**src/hw/rtl/afd_pkg.sv**
```systemverilog
`default_nettype none

package afd_pkg;

  // Field widths of the item channels.
  localparam int unsigned BYTE_W   = 8;
  localparam int unsigned OFFSET_W = 16;
  localparam int unsigned CODE_W   = 3;

  // Configuration port geometry: 32-bit data words, two registers at byte addresses 0 and 4.
  localparam int unsigned APB_DATA_W = 32;
  localparam int unsigned APB_ADDR_W = 3;

  // Register indexes, taken from the word address bit.
  localparam logic REG_START_DELIM   = 1'b0;
  localparam logic REG_STATUS_OFFSET = 1'b1;

  // Register reset values.
  localparam logic [BYTE_W-1:0]   START_DELIM_RST   = 8'h7E;
  localparam logic [OFFSET_W-1:0] STATUS_OFFSET_RST = 16'd14;

  // Checksum seed.
  localparam logic [BYTE_W-1:0] SUM_SEED = 8'hFF;

  // Status classes.
  localparam logic [CODE_W-1:0] STATUS_OK           = 3'd0;
  localparam logic [CODE_W-1:0] STATUS_TX_FAILURE   = 3'd4;
  localparam logic [CODE_W-1:0] STATUS_UNKNOWN      = 3'd5;

  // Frame parser phases, one-hot.
  typedef enum logic [4:0] {
    PH_HUNT   = 5'b00001,
    PH_LEN_HI = 5'b00010,
    PH_LEN_LO = 5'b00100,
    PH_DATA   = 5'b01000,
    PH_CHECK  = 5'b10000
  } phase_e;

  // Maps the captured status byte to its class; unknown if not seen or out of range.
  function automatic logic [CODE_W-1:0] status_class(input logic            seen,
                                                     input logic [BYTE_W-1:0] value);
    logic [CODE_W-1:0] code;
    if (seen && (value <= BYTE_W'(STATUS_TX_FAILURE))) begin
      code = value[CODE_W-1:0];
    end else begin
      code = STATUS_UNKNOWN;
    end
    return code;
  endfunction

endpackage

`default_nettype wire

```
**src/hw/rtl/afd_in_if.sv**
```systemverilog
`default_nettype none

// Received byte channel.
interface afd_in_if;
  logic                         valid;
  logic                         ready;
  logic [afd_pkg::BYTE_W-1:0]   rx_byte;
  logic                         line_error;

  modport source (output valid, output rx_byte, output line_error, input ready);
  modport sink   (input valid, input rx_byte, input line_error, output ready);
endinterface

`default_nettype wire

```
**src/hw/rtl/afd_out_if.sv**
```systemverilog
`default_nettype none

// Deframed byte channel.
interface afd_out_if;
  logic                         valid;
  logic                         ready;
  logic [afd_pkg::BYTE_W-1:0]   data_byte;
  logic [afd_pkg::OFFSET_W-1:0] byte_offset;
  logic                         last;
  logic                         checksum_ok;
  logic [afd_pkg::OFFSET_W-1:0] frame_length;
  logic [afd_pkg::CODE_W-1:0]   status_code;
  logic                         status_seen;
  logic                         error_seen;

  modport source (output valid, output data_byte, output byte_offset, output last,
                  output checksum_ok, output frame_length, output status_code,
                  output status_seen, output error_seen, input ready);
  modport sink   (input valid, input data_byte, input byte_offset, input last,
                  input checksum_ok, input frame_length, input status_code,
                  input status_seen, input error_seen, output ready);
endinterface

`default_nettype wire

```
**src/hw/rtl/api_frame_deframer_core.sv**
```systemverilog
// A data or checksum byte reaches the result channel in the cycle after it is accepted.
// One byte per cycle while results are taken; parser and result register update in one pass.
// The result register decouples the sides: a byte is taken while the previous result is drained.
// Reset (rst_ni low, asynchronous) returns the parser to delimiter hunting, empties the result
// register and restores start_delimiter to 0x7E and status_offset to 14.
`default_nettype none

module api_frame_deframer_core (
  input  wire logic                              clk_i,
  input  wire logic                              rst_ni,
  // Configuration port
  input  wire logic                              psel,
  input  wire logic                              penable,
  input  wire logic                              pwrite,
  input  wire logic [afd_pkg::APB_ADDR_W-1:0]    paddr,
  input  wire logic [afd_pkg::APB_DATA_W-1:0]    pwdata,
  output logic      [afd_pkg::APB_DATA_W-1:0]    prdata,
  output logic                                   pready,
  // Item channels
  afd_in_if.sink                                 rx,
  afd_out_if.source                              tx
);

  // Configuration registers.
  logic [afd_pkg::BYTE_W-1:0]   start_delim_q;
  logic [afd_pkg::OFFSET_W-1:0] status_offset_q;
  logic                         cfg_write;
  logic                         reg_idx;

  // Parser state.
  afd_pkg::phase_e              phase_q, phase_d;
  logic [afd_pkg::OFFSET_W-1:0] length_q, length_d;
  logic [afd_pkg::OFFSET_W-1:0] count_q, count_d;
  logic [afd_pkg::BYTE_W-1:0]   sum_q, sum_d;
  logic [afd_pkg::BYTE_W-1:0]   status_byte_q, status_byte_d;
  logic                         status_flag_q, status_flag_d;
  logic                         error_flag_q, error_flag_d;

  // Result register.
  logic                         out_valid_q, out_valid_d;
  logic [afd_pkg::BYTE_W-1:0]   out_data_q, out_data_d;
  logic [afd_pkg::OFFSET_W-1:0] out_offset_q, out_offset_d;
  logic                         out_last_q, out_last_d;
  logic                         out_ok_q, out_ok_d;
  logic [afd_pkg::OFFSET_W-1:0] out_length_q;
  logic [afd_pkg::CODE_W-1:0]   out_code_q, out_code_d;
  logic                         out_seen_q, out_seen_d;
  logic                         out_err_q;

  logic                         in_accept;
  logic                         emit;
  logic [afd_pkg::OFFSET_W-1:0] count_inc;
  logic [afd_pkg::OFFSET_W-1:0] length_full;

  // Configuration writes and reads.
  assign pready    = 1'b1;
  assign reg_idx   = paddr[2];
  assign cfg_write = psel && penable && pwrite;

  always_comb begin
    unique case (reg_idx)
      afd_pkg::REG_START_DELIM:   prdata = afd_pkg::APB_DATA_W'(start_delim_q);
      afd_pkg::REG_STATUS_OFFSET: prdata = afd_pkg::APB_DATA_W'(status_offset_q);
      default:                    prdata = '0;
    endcase
  end

  always_ff @(posedge clk_i or negedge rst_ni) begin
    if (!rst_ni) begin
      start_delim_q   <= afd_pkg::START_DELIM_RST;
      status_offset_q <= afd_pkg::STATUS_OFFSET_RST;
    end else if (cfg_write) begin
      if (reg_idx == afd_pkg::REG_START_DELIM) begin
        start_delim_q <= pwdata[afd_pkg::BYTE_W-1:0];
      end else begin
        status_offset_q <= pwdata[afd_pkg::OFFSET_W-1:0];
      end
    end
  end

  // A byte is taken whenever the result register is empty or being drained.
  assign rx.ready  = !out_valid_q || tx.ready;
  assign in_accept = rx.valid && rx.ready;

  assign count_inc   = count_q + afd_pkg::OFFSET_W'(1);
  assign length_full = {length_q[afd_pkg::OFFSET_W-1:afd_pkg::BYTE_W], rx.rx_byte};

  // Parser next state and result for the accepted byte.
  always_comb begin
    phase_d       = phase_q;
    length_d      = length_q;
    count_d       = count_q;
    sum_d         = sum_q;
    status_byte_d = status_byte_q;
    status_flag_d = status_flag_q;
    error_flag_d  = error_flag_q | rx.line_error;
    emit          = 1'b0;
    out_data_d    = rx.rx_byte;
    out_offset_d  = count_q;
    out_last_d    = 1'b0;
    out_ok_d      = 1'b0;
    out_code_d    = afd_pkg::STATUS_OK;
    out_seen_d    = 1'b0;
    unique case (phase_q)
      afd_pkg::PH_HUNT: begin
        error_flag_d = error_flag_q;
        if (rx.rx_byte == start_delim_q) begin
          phase_d       = afd_pkg::PH_LEN_HI;
          length_d      = '0;
          count_d       = '0;
          sum_d         = afd_pkg::SUM_SEED;
          status_byte_d = '0;
          status_flag_d = 1'b0;
          error_flag_d  = rx.line_error;
        end
      end
      afd_pkg::PH_LEN_HI: begin
        length_d = {rx.rx_byte, afd_pkg::BYTE_W'(0)};
        phase_d  = afd_pkg::PH_LEN_LO;
      end
      afd_pkg::PH_LEN_LO: begin
        length_d = length_full;
        phase_d  = (length_full == '0) ? afd_pkg::PH_CHECK : afd_pkg::PH_DATA;
      end
      afd_pkg::PH_DATA: begin
        emit  = 1'b1;
        sum_d = sum_q - rx.rx_byte;
        if (count_q == status_offset_q) begin
          status_byte_d = rx.rx_byte;
          status_flag_d = 1'b1;
        end
        count_d = count_inc;
        if (count_inc >= length_q) begin
          phase_d = afd_pkg::PH_CHECK;
        end
      end
      afd_pkg::PH_CHECK: begin
        emit         = 1'b1;
        out_offset_d = length_q;
        out_last_d   = 1'b1;
        out_ok_d     = (sum_q == rx.rx_byte);
        out_code_d   = afd_pkg::status_class(status_flag_q, status_byte_q);
        out_seen_d   = status_flag_q;
        phase_d      = afd_pkg::PH_HUNT;
      end
      default: begin
        phase_d = afd_pkg::PH_HUNT;
      end
    endcase
  end

  // Result register fills on an emitting byte and empties when taken.
  always_comb begin
    if (in_accept) begin
      out_valid_d = emit;
    end else if (tx.ready) begin
      out_valid_d = 1'b0;
    end else begin
      out_valid_d = out_valid_q;
    end
  end

  // Control state.
  always_ff @(posedge clk_i or negedge rst_ni) begin
    if (!rst_ni) begin
      phase_q       <= afd_pkg::PH_HUNT;
      length_q      <= '0;
      count_q       <= '0;
      sum_q         <= afd_pkg::SUM_SEED;
      status_byte_q <= '0;
      status_flag_q <= 1'b0;
      error_flag_q  <= 1'b0;
      out_valid_q   <= 1'b0;
    end else begin
      out_valid_q <= out_valid_d;
      if (in_accept) begin
        phase_q       <= phase_d;
        length_q      <= length_d;
        count_q       <= count_d;
        sum_q         <= sum_d;
        status_byte_q <= status_byte_d;
        status_flag_q <= status_flag_d;
        error_flag_q  <= error_flag_d;
      end
    end
  end

  // Result payload.
  always_ff @(posedge clk_i) begin
    if (in_accept && emit) begin
      out_data_q   <= out_data_d;
      out_offset_q <= out_offset_d;
      out_last_q   <= out_last_d;
      out_ok_q     <= out_ok_d;
      out_length_q <= length_q;
      out_code_q   <= out_code_d;
      out_seen_q   <= out_seen_d;
      out_err_q    <= error_flag_d;
    end
  end

  assign tx.valid        = out_valid_q;
  assign tx.data_byte    = out_data_q;
  assign tx.byte_offset  = out_offset_q;
  assign tx.last         = out_last_q;
  assign tx.checksum_ok  = out_ok_q;
  assign tx.frame_length = out_length_q;
  assign tx.status_code  = out_code_q;
  assign tx.status_seen  = out_seen_q;
  assign tx.error_seen   = out_err_q;

  // The checksum result always sits at the end of the frame data.
  assert property (@(posedge clk_i) disable iff (!rst_ni)
    out_valid_q && out_last_q |-> out_offset_q == out_length_q)
    else $error("checksum result offset differs from frame length");

  // A data result always lies inside the frame and carries no summary.
  assert property (@(posedge clk_i) disable iff (!rst_ni)
    out_valid_q && !out_last_q |->
      (out_offset_q < out_length_q) && !out_ok_q && !out_seen_q &&
      (out_code_q == afd_pkg::STATUS_OK))
    else $error("data result outside frame or with summary fields set");

  // The checksum byte closes the frame and hunting resumes.
  assert property (@(posedge clk_i) disable iff (!rst_ni)
    in_accept && (phase_q == afd_pkg::PH_CHECK) |=>
      (phase_q == afd_pkg::PH_HUNT) && out_valid_q && out_last_q)
    else $error("checksum byte did not close the frame");

endmodule

`default_nettype wire

```
**src/flat_wrapper.sv**
```systemverilog
// flat-port wrapper written by rule: the top's interface ports become plain ports
module api_frame_deframer_core_flat 
  (clk_i, rst_ni, psel, penable, pwrite, paddr, pwdata, prdata, pready, rx_valid, rx_rx_byte, rx_line_error, rx_ready, tx_valid, tx_data_byte, tx_byte_offset, tx_last, tx_checksum_ok, tx_frame_length, tx_status_code, tx_status_seen, tx_error_seen, tx_ready);
  afd_in_if rx_i ();
  afd_out_if tx_i ();
  input  wire logic clk_i;
  input  wire logic rst_ni;
  input  wire logic psel;
  input  wire logic penable;
  input  wire logic pwrite;
  input  wire logic [afd_pkg::APB_ADDR_W-1:0] paddr;
  input  wire logic [afd_pkg::APB_DATA_W-1:0] pwdata;
  output logic      [afd_pkg::APB_DATA_W-1:0] prdata;
  output logic pready;
  input wire logic [$bits(rx_i.valid)-1:0] rx_valid;
  input wire logic [$bits(rx_i.rx_byte)-1:0] rx_rx_byte;
  input wire logic [$bits(rx_i.line_error)-1:0] rx_line_error;
  output wire logic [$bits(rx_i.ready)-1:0] rx_ready;
  output wire logic [$bits(tx_i.valid)-1:0] tx_valid;
  output wire logic [$bits(tx_i.data_byte)-1:0] tx_data_byte;
  output wire logic [$bits(tx_i.byte_offset)-1:0] tx_byte_offset;
  output wire logic [$bits(tx_i.last)-1:0] tx_last;
  output wire logic [$bits(tx_i.checksum_ok)-1:0] tx_checksum_ok;
  output wire logic [$bits(tx_i.frame_length)-1:0] tx_frame_length;
  output wire logic [$bits(tx_i.status_code)-1:0] tx_status_code;
  output wire logic [$bits(tx_i.status_seen)-1:0] tx_status_seen;
  output wire logic [$bits(tx_i.error_seen)-1:0] tx_error_seen;
  input wire logic [$bits(tx_i.ready)-1:0] tx_ready;
  assign rx_i.valid = rx_valid;
  assign rx_i.rx_byte = rx_rx_byte;
  assign rx_i.line_error = rx_line_error;
  assign rx_ready = rx_i.ready;
  assign tx_valid = tx_i.valid;
  assign tx_data_byte = tx_i.data_byte;
  assign tx_byte_offset = tx_i.byte_offset;
  assign tx_last = tx_i.last;
  assign tx_checksum_ok = tx_i.checksum_ok;
  assign tx_frame_length = tx_i.frame_length;
  assign tx_status_code = tx_i.status_code;
  assign tx_status_seen = tx_i.status_seen;
  assign tx_error_seen = tx_i.error_seen;
  assign tx_i.ready = tx_ready;
  api_frame_deframer_core u_core (.clk_i(clk_i), .rst_ni(rst_ni), .psel(psel), .penable(penable), .pwrite(pwrite), .paddr(paddr), .pwdata(pwdata), .prdata(prdata), .pready(pready), .rx(rx_i), .tx(tx_i));
endmodule
```
**config.mk**
```make
export PLATFORM = sky130hd
export DESIGN_NAME = api_frame_deframer_core_flat
export DESIGN_NICKNAME = d
export VERILOG_FILES = /design/src/hw/rtl/afd_pkg.sv /design/src/hw/rtl/afd_in_if.sv /design/src/hw/rtl/afd_out_if.sv /design/src/hw/rtl/api_frame_deframer_core.sv /design/src/flat_wrapper.sv
export SDC_FILE = /design/constraint.sdc
export NUM_CORES = 1
export LEC_CHECK = 0
export ABC_AREA = 1
export BUFFER_PORTS_ARGS = -buffer_cell sky130_fd_sc_hd__buf_4
export CAP_MARGIN = 20
export CORE_UTILIZATION = 50
export DETAILED_ROUTE_END_ITERATION = 7
export PLACE_DENSITY = 0.76
export SLEW_MARGIN = 20
export SYNTH_ARGS = -nofsm -noshare
export SYNTH_HDL_FRONTEND = slang
export SYNTH_SLANG_ARGS = --single-unit
```
**constraint.sdc**
```tcl
create_clock -name clk_i -period 3.9 [get_ports clk_i]
set_clock_uncertainty 0.2 [all_clocks]
set_input_delay 0.39 -clock clk_i [delete_from_list [all_inputs] [get_ports clk_i]]
set_output_delay 0.39 -clock clk_i [all_outputs]
set_load 0.02 [all_outputs]
```
---- Word-level counts from Yosys, hierarchy flattened ----
Cells that the tools add are included.
word-level totals
  flip-flop bits (word level) ............. 127
  bits in latches ......................... 0
  bits in writable memories ............... 0
  bits in read-only memories .............. 0
  input port bits ......................... 51
  output and inout bits ................... 82
  logic and storage cells ................. 83
  memories ................................ 0
cells by class
  add/subtract/negate cells ............... 2
  multiply operators ...................... 0
  divide/modulo/power cells ............... 0
  magnitude comparators ................... 2
  equal/unequal tests ..................... 11
  shift-type cells ........................ 0
  mux-type cells .......................... 24
  bitwise gates (word level) .............. 3
  reductions and logical operators ........ 21
operators with widths
  kind                                                                               number
  32-bit one-hot mux with 2 select lines                                             1
  16-bit one-hot mux with 3 select lines                                             1
  16-bit two-way mux                                                                 2
  16-bit one-hot mux with 2 select lines                                             1
  8-bit one-hot mux with 2 select lines                                              2
  8-bit two-way mux                                                                  3
  5-bit one-hot mux with 4 select lines                                              1
  16-bit by 1-bit adder with 16-bit output (second input constant)                   1
  16-bit == test                                                                     1
  8-bit == test                                                                      2
  16-bit >= comparator                                                               1
  16-bit zero test                                                                   1
  5-bit two-way mux                                                                  3
  3-bit AND reduction                                                                3
  8-bit by 3-bit less-or-equal comparator with 1-bit output (second input constant)  1
  1-bit two-way mux                                                                  8
  4-bit AND reduction                                                                2
  8-bit subtractor                                                                   1
  2-bit by 1-bit inequality test with 1-bit output (second input constant)           3
  2-bit AND reduction                                                                3
  2-bit nonzero test                                                                 3
  5-bit by 1-bit == test with 1-bit output (second input constant)                   1
  5-bit by 2-bit == test with 1-bit output (second input constant)                   1
  5-bit by 3-bit == test with 1-bit output (second input constant)                   1
  11 further kinds                                                                   16

---- Depth between registers and ports, before layout ----
  depth after elaboration ................. 4
  gate-level depth with buffers ........... 18
  depth with buffers taken out ............ 18

---- Worst setup path before layout ----
Ideal clock, no wire load.
  path type ............................... reg-to-reg
  start ................................... register u_core.phase_q[1]
  end ..................................... register u_core.out_offset_q (netlist bit u_core.tx.byte_offset[0]), enable pin
  library setup time ...................... 469 ps
  data arrival time ....................... 3349 ps
  required time ........................... 3231 ps
  slack ................................... -118 ps
  cell stages (with the launch flop) ...... 6
  path buffers ............................ 0
  period minus slack after synthesis ...... 4018 ps
  cells stage by stage .................... dfrtp_1 > inv_2 > nand2_1 > nor3_2 > inv_1 > a21oi_1
between the ends
  word-level cells in the longest chain between the ends .. 4
  elaborated cells on any way between the ends .. 5
  those cells by class .................... eq/ne (2); mux (1); reduce/logical (2)
RTL lines
  item                                                                       RTL line                        text
  start, declared                                                            api_frame_deframer_core.sv:31   afd_pkg::phase_e phase_q, phase_d;
  start signal, assigned                                                     api_frame_deframer_core.sv:166  phase_q <= afd_pkg::PH_HUNT;
  start signal, assigned                                                     api_frame_deframer_core.sv:177  phase_q <= phase_d;
  5-bit by 4-bit == test with 1-bit output or 5-bit == test (tied branches)  api_frame_deframer_core.sv:104  unique case (phase_q)
  2-bit OR reduction (no source line) (*)                                    -
  1-bit two-way mux (*)                                                      api_frame_deframer_core.sv:104
  1-bit logical AND (*)                                                      api_frame_deframer_core.sv:190  if (in_accept && emit) begin
  end signal, assigned                                                       api_frame_deframer_core.sv:192  out_offset_q <= out_offset_d;
  end, declared                                                              api_frame_deframer_core.sv:42   logic [afd_pkg::OFFSET_W-1:0] out_offset_q, out_offset_d;
Every way passes the cells marked *; elsewhere a longest branch is shown, timed or not.
A chain may end at the register's enable or synchronous reset.

---- Worst setup path in the final report ----
  start ................................... register u_core.count_q[0] (netlist name)
  end ..................................... register u_core.phase_q[4]
between the ends
  word-level cells in the longest chain between the ends .. 4
RTL lines
  item                                                               RTL line                        text
  start, declared                                                    api_frame_deframer_core.sv:33   logic [afd_pkg::OFFSET_W-1:0] count_q, count_d;
  start signal, assigned                                             api_frame_deframer_core.sv:179  count_q <= count_d;
  16-bit by 1-bit adder with 16-bit output                           api_frame_deframer_core.sv:85   assign count_inc = count_q + afd_pkg::OFFSET_W'(1);
  16-bit >= comparator                                               api_frame_deframer_core.sv:133  if (count_inc >= length_q) begin
  2-bit by 1-bit inequality test with 1-bit output (no source line)  -
  3-bit AND reduction (no source line)                               -
No other way between the ends.

==> summary.md <==
| Metric | Value |
|---|---|
| Critical path class | register to register |
| Largest fanout on the critical path | 7 |
| Ys Warns | 0 |
| Area leader, netlist | dfrtp_1 |
| CP startpoint | u_core.count_q[0] |
| Cell count after synthesis | 811 |
| Routability cong. | 0.969 |
| Iter 0 DRT Violations | 433 |
| Detailed Routing Iterations Pass 1 | 5 |
| Post-synth cell types | 40 |
| Antenna cells | 0 |
| Setup TNS Final | 0 ps |
| Gr usage total | 23.9% |
| VDD IR max | 0.000378 V |
| Xor/xnor share of the synthesized area | 2.84% |
| WP data required | 4050 ps |
| Number of max-slew violations in the final report | 0 |
| Slew headroom | 41.7% |
| Final hold viol count | 0 |
| TritonCTS buffer count | 17 |
| H-tree Lvls | 4 |
| Nets@finish | 988 |
| Post-Syn Area | 6790 um^2 |
| Crit share post-route | 79.8% |
| First-pass GRT wire length | 25,800 um |
| PD cells | 604 nW/um^2 |
| Worst setup EP type | register |
| Slowest CP cell | dfrtp_1 |
| Arr. time, crit path | 3260 ps |
| Worst-Skew Late Latency | 420 ps |
| Final setup viols | 0 |
| Combinational Power Share | 32.0% |
| Max_cap viols | 0 |
| Hold Crit Class | input port to register |
| Post-route minimum period | 3110 ps |
| Largest net degree at the start of global routing | 81 |
| Int Pwr | 3.08 mW |
| RSZ-0062 raised after global routing | false |
| Avg Cell Area, Syn | 8.37 um^2 |
| Layout area overhead | 20.2% |
| TritonCTS Sinks | 127 |
| Initial antenna violation count | 0 |
| Clock Tree Buf Depth | 2 |
| Total congestion overflow | 0 |
| Sw Share | 37.6% |
| Final Util | 61.6% |
| Num rows | 42 |
| Post-DP HPWL | 11,100 um |
| Core Area | 13,200 um^2 |
| P_sw | 1.85 mW |
| Initial Util | 51.3% |
| Num ports | 133 |
| Die ar. | 14,100 um^2 |
| Vias | 5,530 |
| Buffers & Inverters on Critical Path | 2 |
| Seq/Total Area, Yosys | 50.6% |
| Layout cells sized above 1 | 18.3% |
| Post-synthesis simple-gate area fraction | 23.8% |
| Crit-path max cell delay | 460 ps |
| Compound-Gate Fraction of Synth Area | 8.05% |
| Number of global-route vias before repair | 5,244 |
| Multiplexer area fraction after synthesis | 0% |
| Clock network power share | 28.5% |
| Worst r2r path cells | 18 |
| Crit path depth | 18 |
| Post-CTS sizing | 0 |
| CP Launch Type | register |
| Wire per inst | 14.2 um |
| Die width | 119 um |
| Worst Hold Depth | 3 |
| Outcome | finished clean |
| Clock transition at path regs | 60 ps |
| Worst path cell trace | ha_1, nand2_1, nor2_1, nand2_1, nor3_2, nand2_1, xor2_1, inv_1, ha_1, nand2_1, inv_1, o21ai_0, nand3_1, nor2_1, nand2_1, nand2_1, nand2_1, nand2_1 |
| R2R Path Start | u_core.count_q[0] |
| Pleak | 3.98 nW |
| PortBufs | 97 |
| Die Y | 119 um |
| Cell repeated most along the worst path | nand2_1 |
| DR DRC count | 0 |
| Clock root buffer master | clkbuf_16 |
| Flop pwr share | 39.5% |
| Cell family with most CP delay | simple AND/OR/NAND/NOR gates |
| Hold_sp | pwdata[11] |
| Largest cells by area after synthesis | dfrtp_1 (23%), edfxtp_1 (21%), nand2_1 (14%) |
| FF+latch count, synth | 127 |
| DRT antenna net count | 0 |
| Largest family of logic cells by synthesized area | simple AND/OR/NAND/NOR gates |
| Max Fclk | 0.321 GHz |
| Total routed wirelength | 15,700 um |
| Area share of the largest cell type after synthesis | 22.8% |
| Adder-cell area share of the yosys netlist | 4.72% |
| Worst-margin pin slew | 872 ps |
| Vias per inst | 5.02 |
| CTS tree | built |
## placed cells by master, fill, tap and decap left out, types with 19 or more instances in the layout
master    count
a21oi_1      19
nor2_1       53
nand3_1      29
buf_4        99
nand2_1     255
nand4_1      21
dfrtp_1      62
o21ai_0      73
ha_1         24
inv_1       115
edfxtp_1     47
## per-layer routing
| metal | track usage [%] | share of wire [%] |
|---|---|---|
| met2 | 37.6 | 47 |
| met1 | 31.9 | 44 |
| met5 | 0 | 0 |
| met4 | 11.2 | 3.1 |
| met3 | 4.54 | 6.1 |
## power by group through the flow
| stage | Combinational [mW] | Sequential (mW) | Clock (mW) |
|---|---|---|---|
| after floorplan | 1.18 | 1.93 | 0 |
| after global placement | 1.52 | 1.96 | 0 |
| after detailed placement | 1.56 | 1.96 | 0 |
| after CTS | 1.58 | 1.94 | 1.42 |
| after global routing | 1.80 | 1.98 | 1.48 |
| final | 1.58 | 1.95 | 1.40 |
## final timing paths
| check | end | slack, ps |
|---|---|---|
| max | u_core.phase_q[4] | 790 |
| min | u_core.status_offset_q[11] | 20 |
| max reg2reg | u_core.phase_q[4] | 790 |
| min reg2reg | u_core.sum_q[6] | 270 |
| max in group asynchronous | u_core.status_offset_q[5] | 2600 |
| min in group asynchronous | u_core.status_byte_q[4] | 390 |
## state kept, by name (all words and copies together) (netlist names), 3 cells and up
register	cells
u_core.tx.frame_length	16
u_core.sum_q	8
u_core.tx.data_byte	8
u_core.phase_q	5
u_core.start_delim_q	8
u_core.length_q	16
u_core.status_offset_q	16
u_core.tx.status_code	3
u_core.count_q	16
u_core.tx.byte_offset	16
u_core.status_byte_q	8
## worst min-delay path: stages
cell     delay [ps]
buf_4            80
nor2_1           30
a21oi_1         100
## kinds of logic (layout without fill, tap and decap cells)
logic type                 after synthesis  after routing
AOI/OAI and AO/OA                      105            105
xor gates and xnor gates                22             22
adders and majority gates               25             25
buffers and inverters                  154            253
DFF                                    127            127
other                                    2             17
and+or+nand+nor                        376            376
## what timing repair did
| action | 4_1_cts | 5_1_grt |
|---|---|---|
| buffers inserted | 0 | 0 |
| hold buffers | 1 | 1 |
| endpoints found under the hold margin | 1 | 62 |
## stage by stage
stage	worst slack, ps	power (mW)	instance area, um^2	hold WS [ps]	instances
2_1_floorplan	815	3.11	6850	-106	826
3_3_place_gp	912	3.48	7610	259	1067
3_5_place_dp	877	3.52	7610	259	1067
4_1_cts	844	4.94	8150	1.93	1100
5_1_grt	322	5.26	8160	0.616	1101
6_report	789	4.93	8160	16.3	1101
## cells in the mapped netlist, drive strengths merged
library cell / instances
o21a: 1
nand4: 22
conb: 2
nor2: 57
dfrtp: 62
nand2: 257
edfxtp: 47
and3: 1
nor4: 1
o21bai: 1
nand3: 32
clkbuf: 6
xnor2: 8
a21o: 2
nor3: 4
nand3b: 2
inv: 118
clkinv: 1
fa: 1
o21ai: 81
xor2: 14
a21oi: 20
dfstp: 18
ha: 24
buf: 29
## area by class of cell
cell class                      count  area [um^2]
Clock inverter                     15          100
Timing Repair Buffer              102          774
Sequential cell                   127         3440
Inverter                          119          447
Fill cell                        1175         5080
Tap cell                          176          220
Clock buffer                       17          425
Multi-Input combinational cell    545         2760
(Power assumes the default switching activity.)
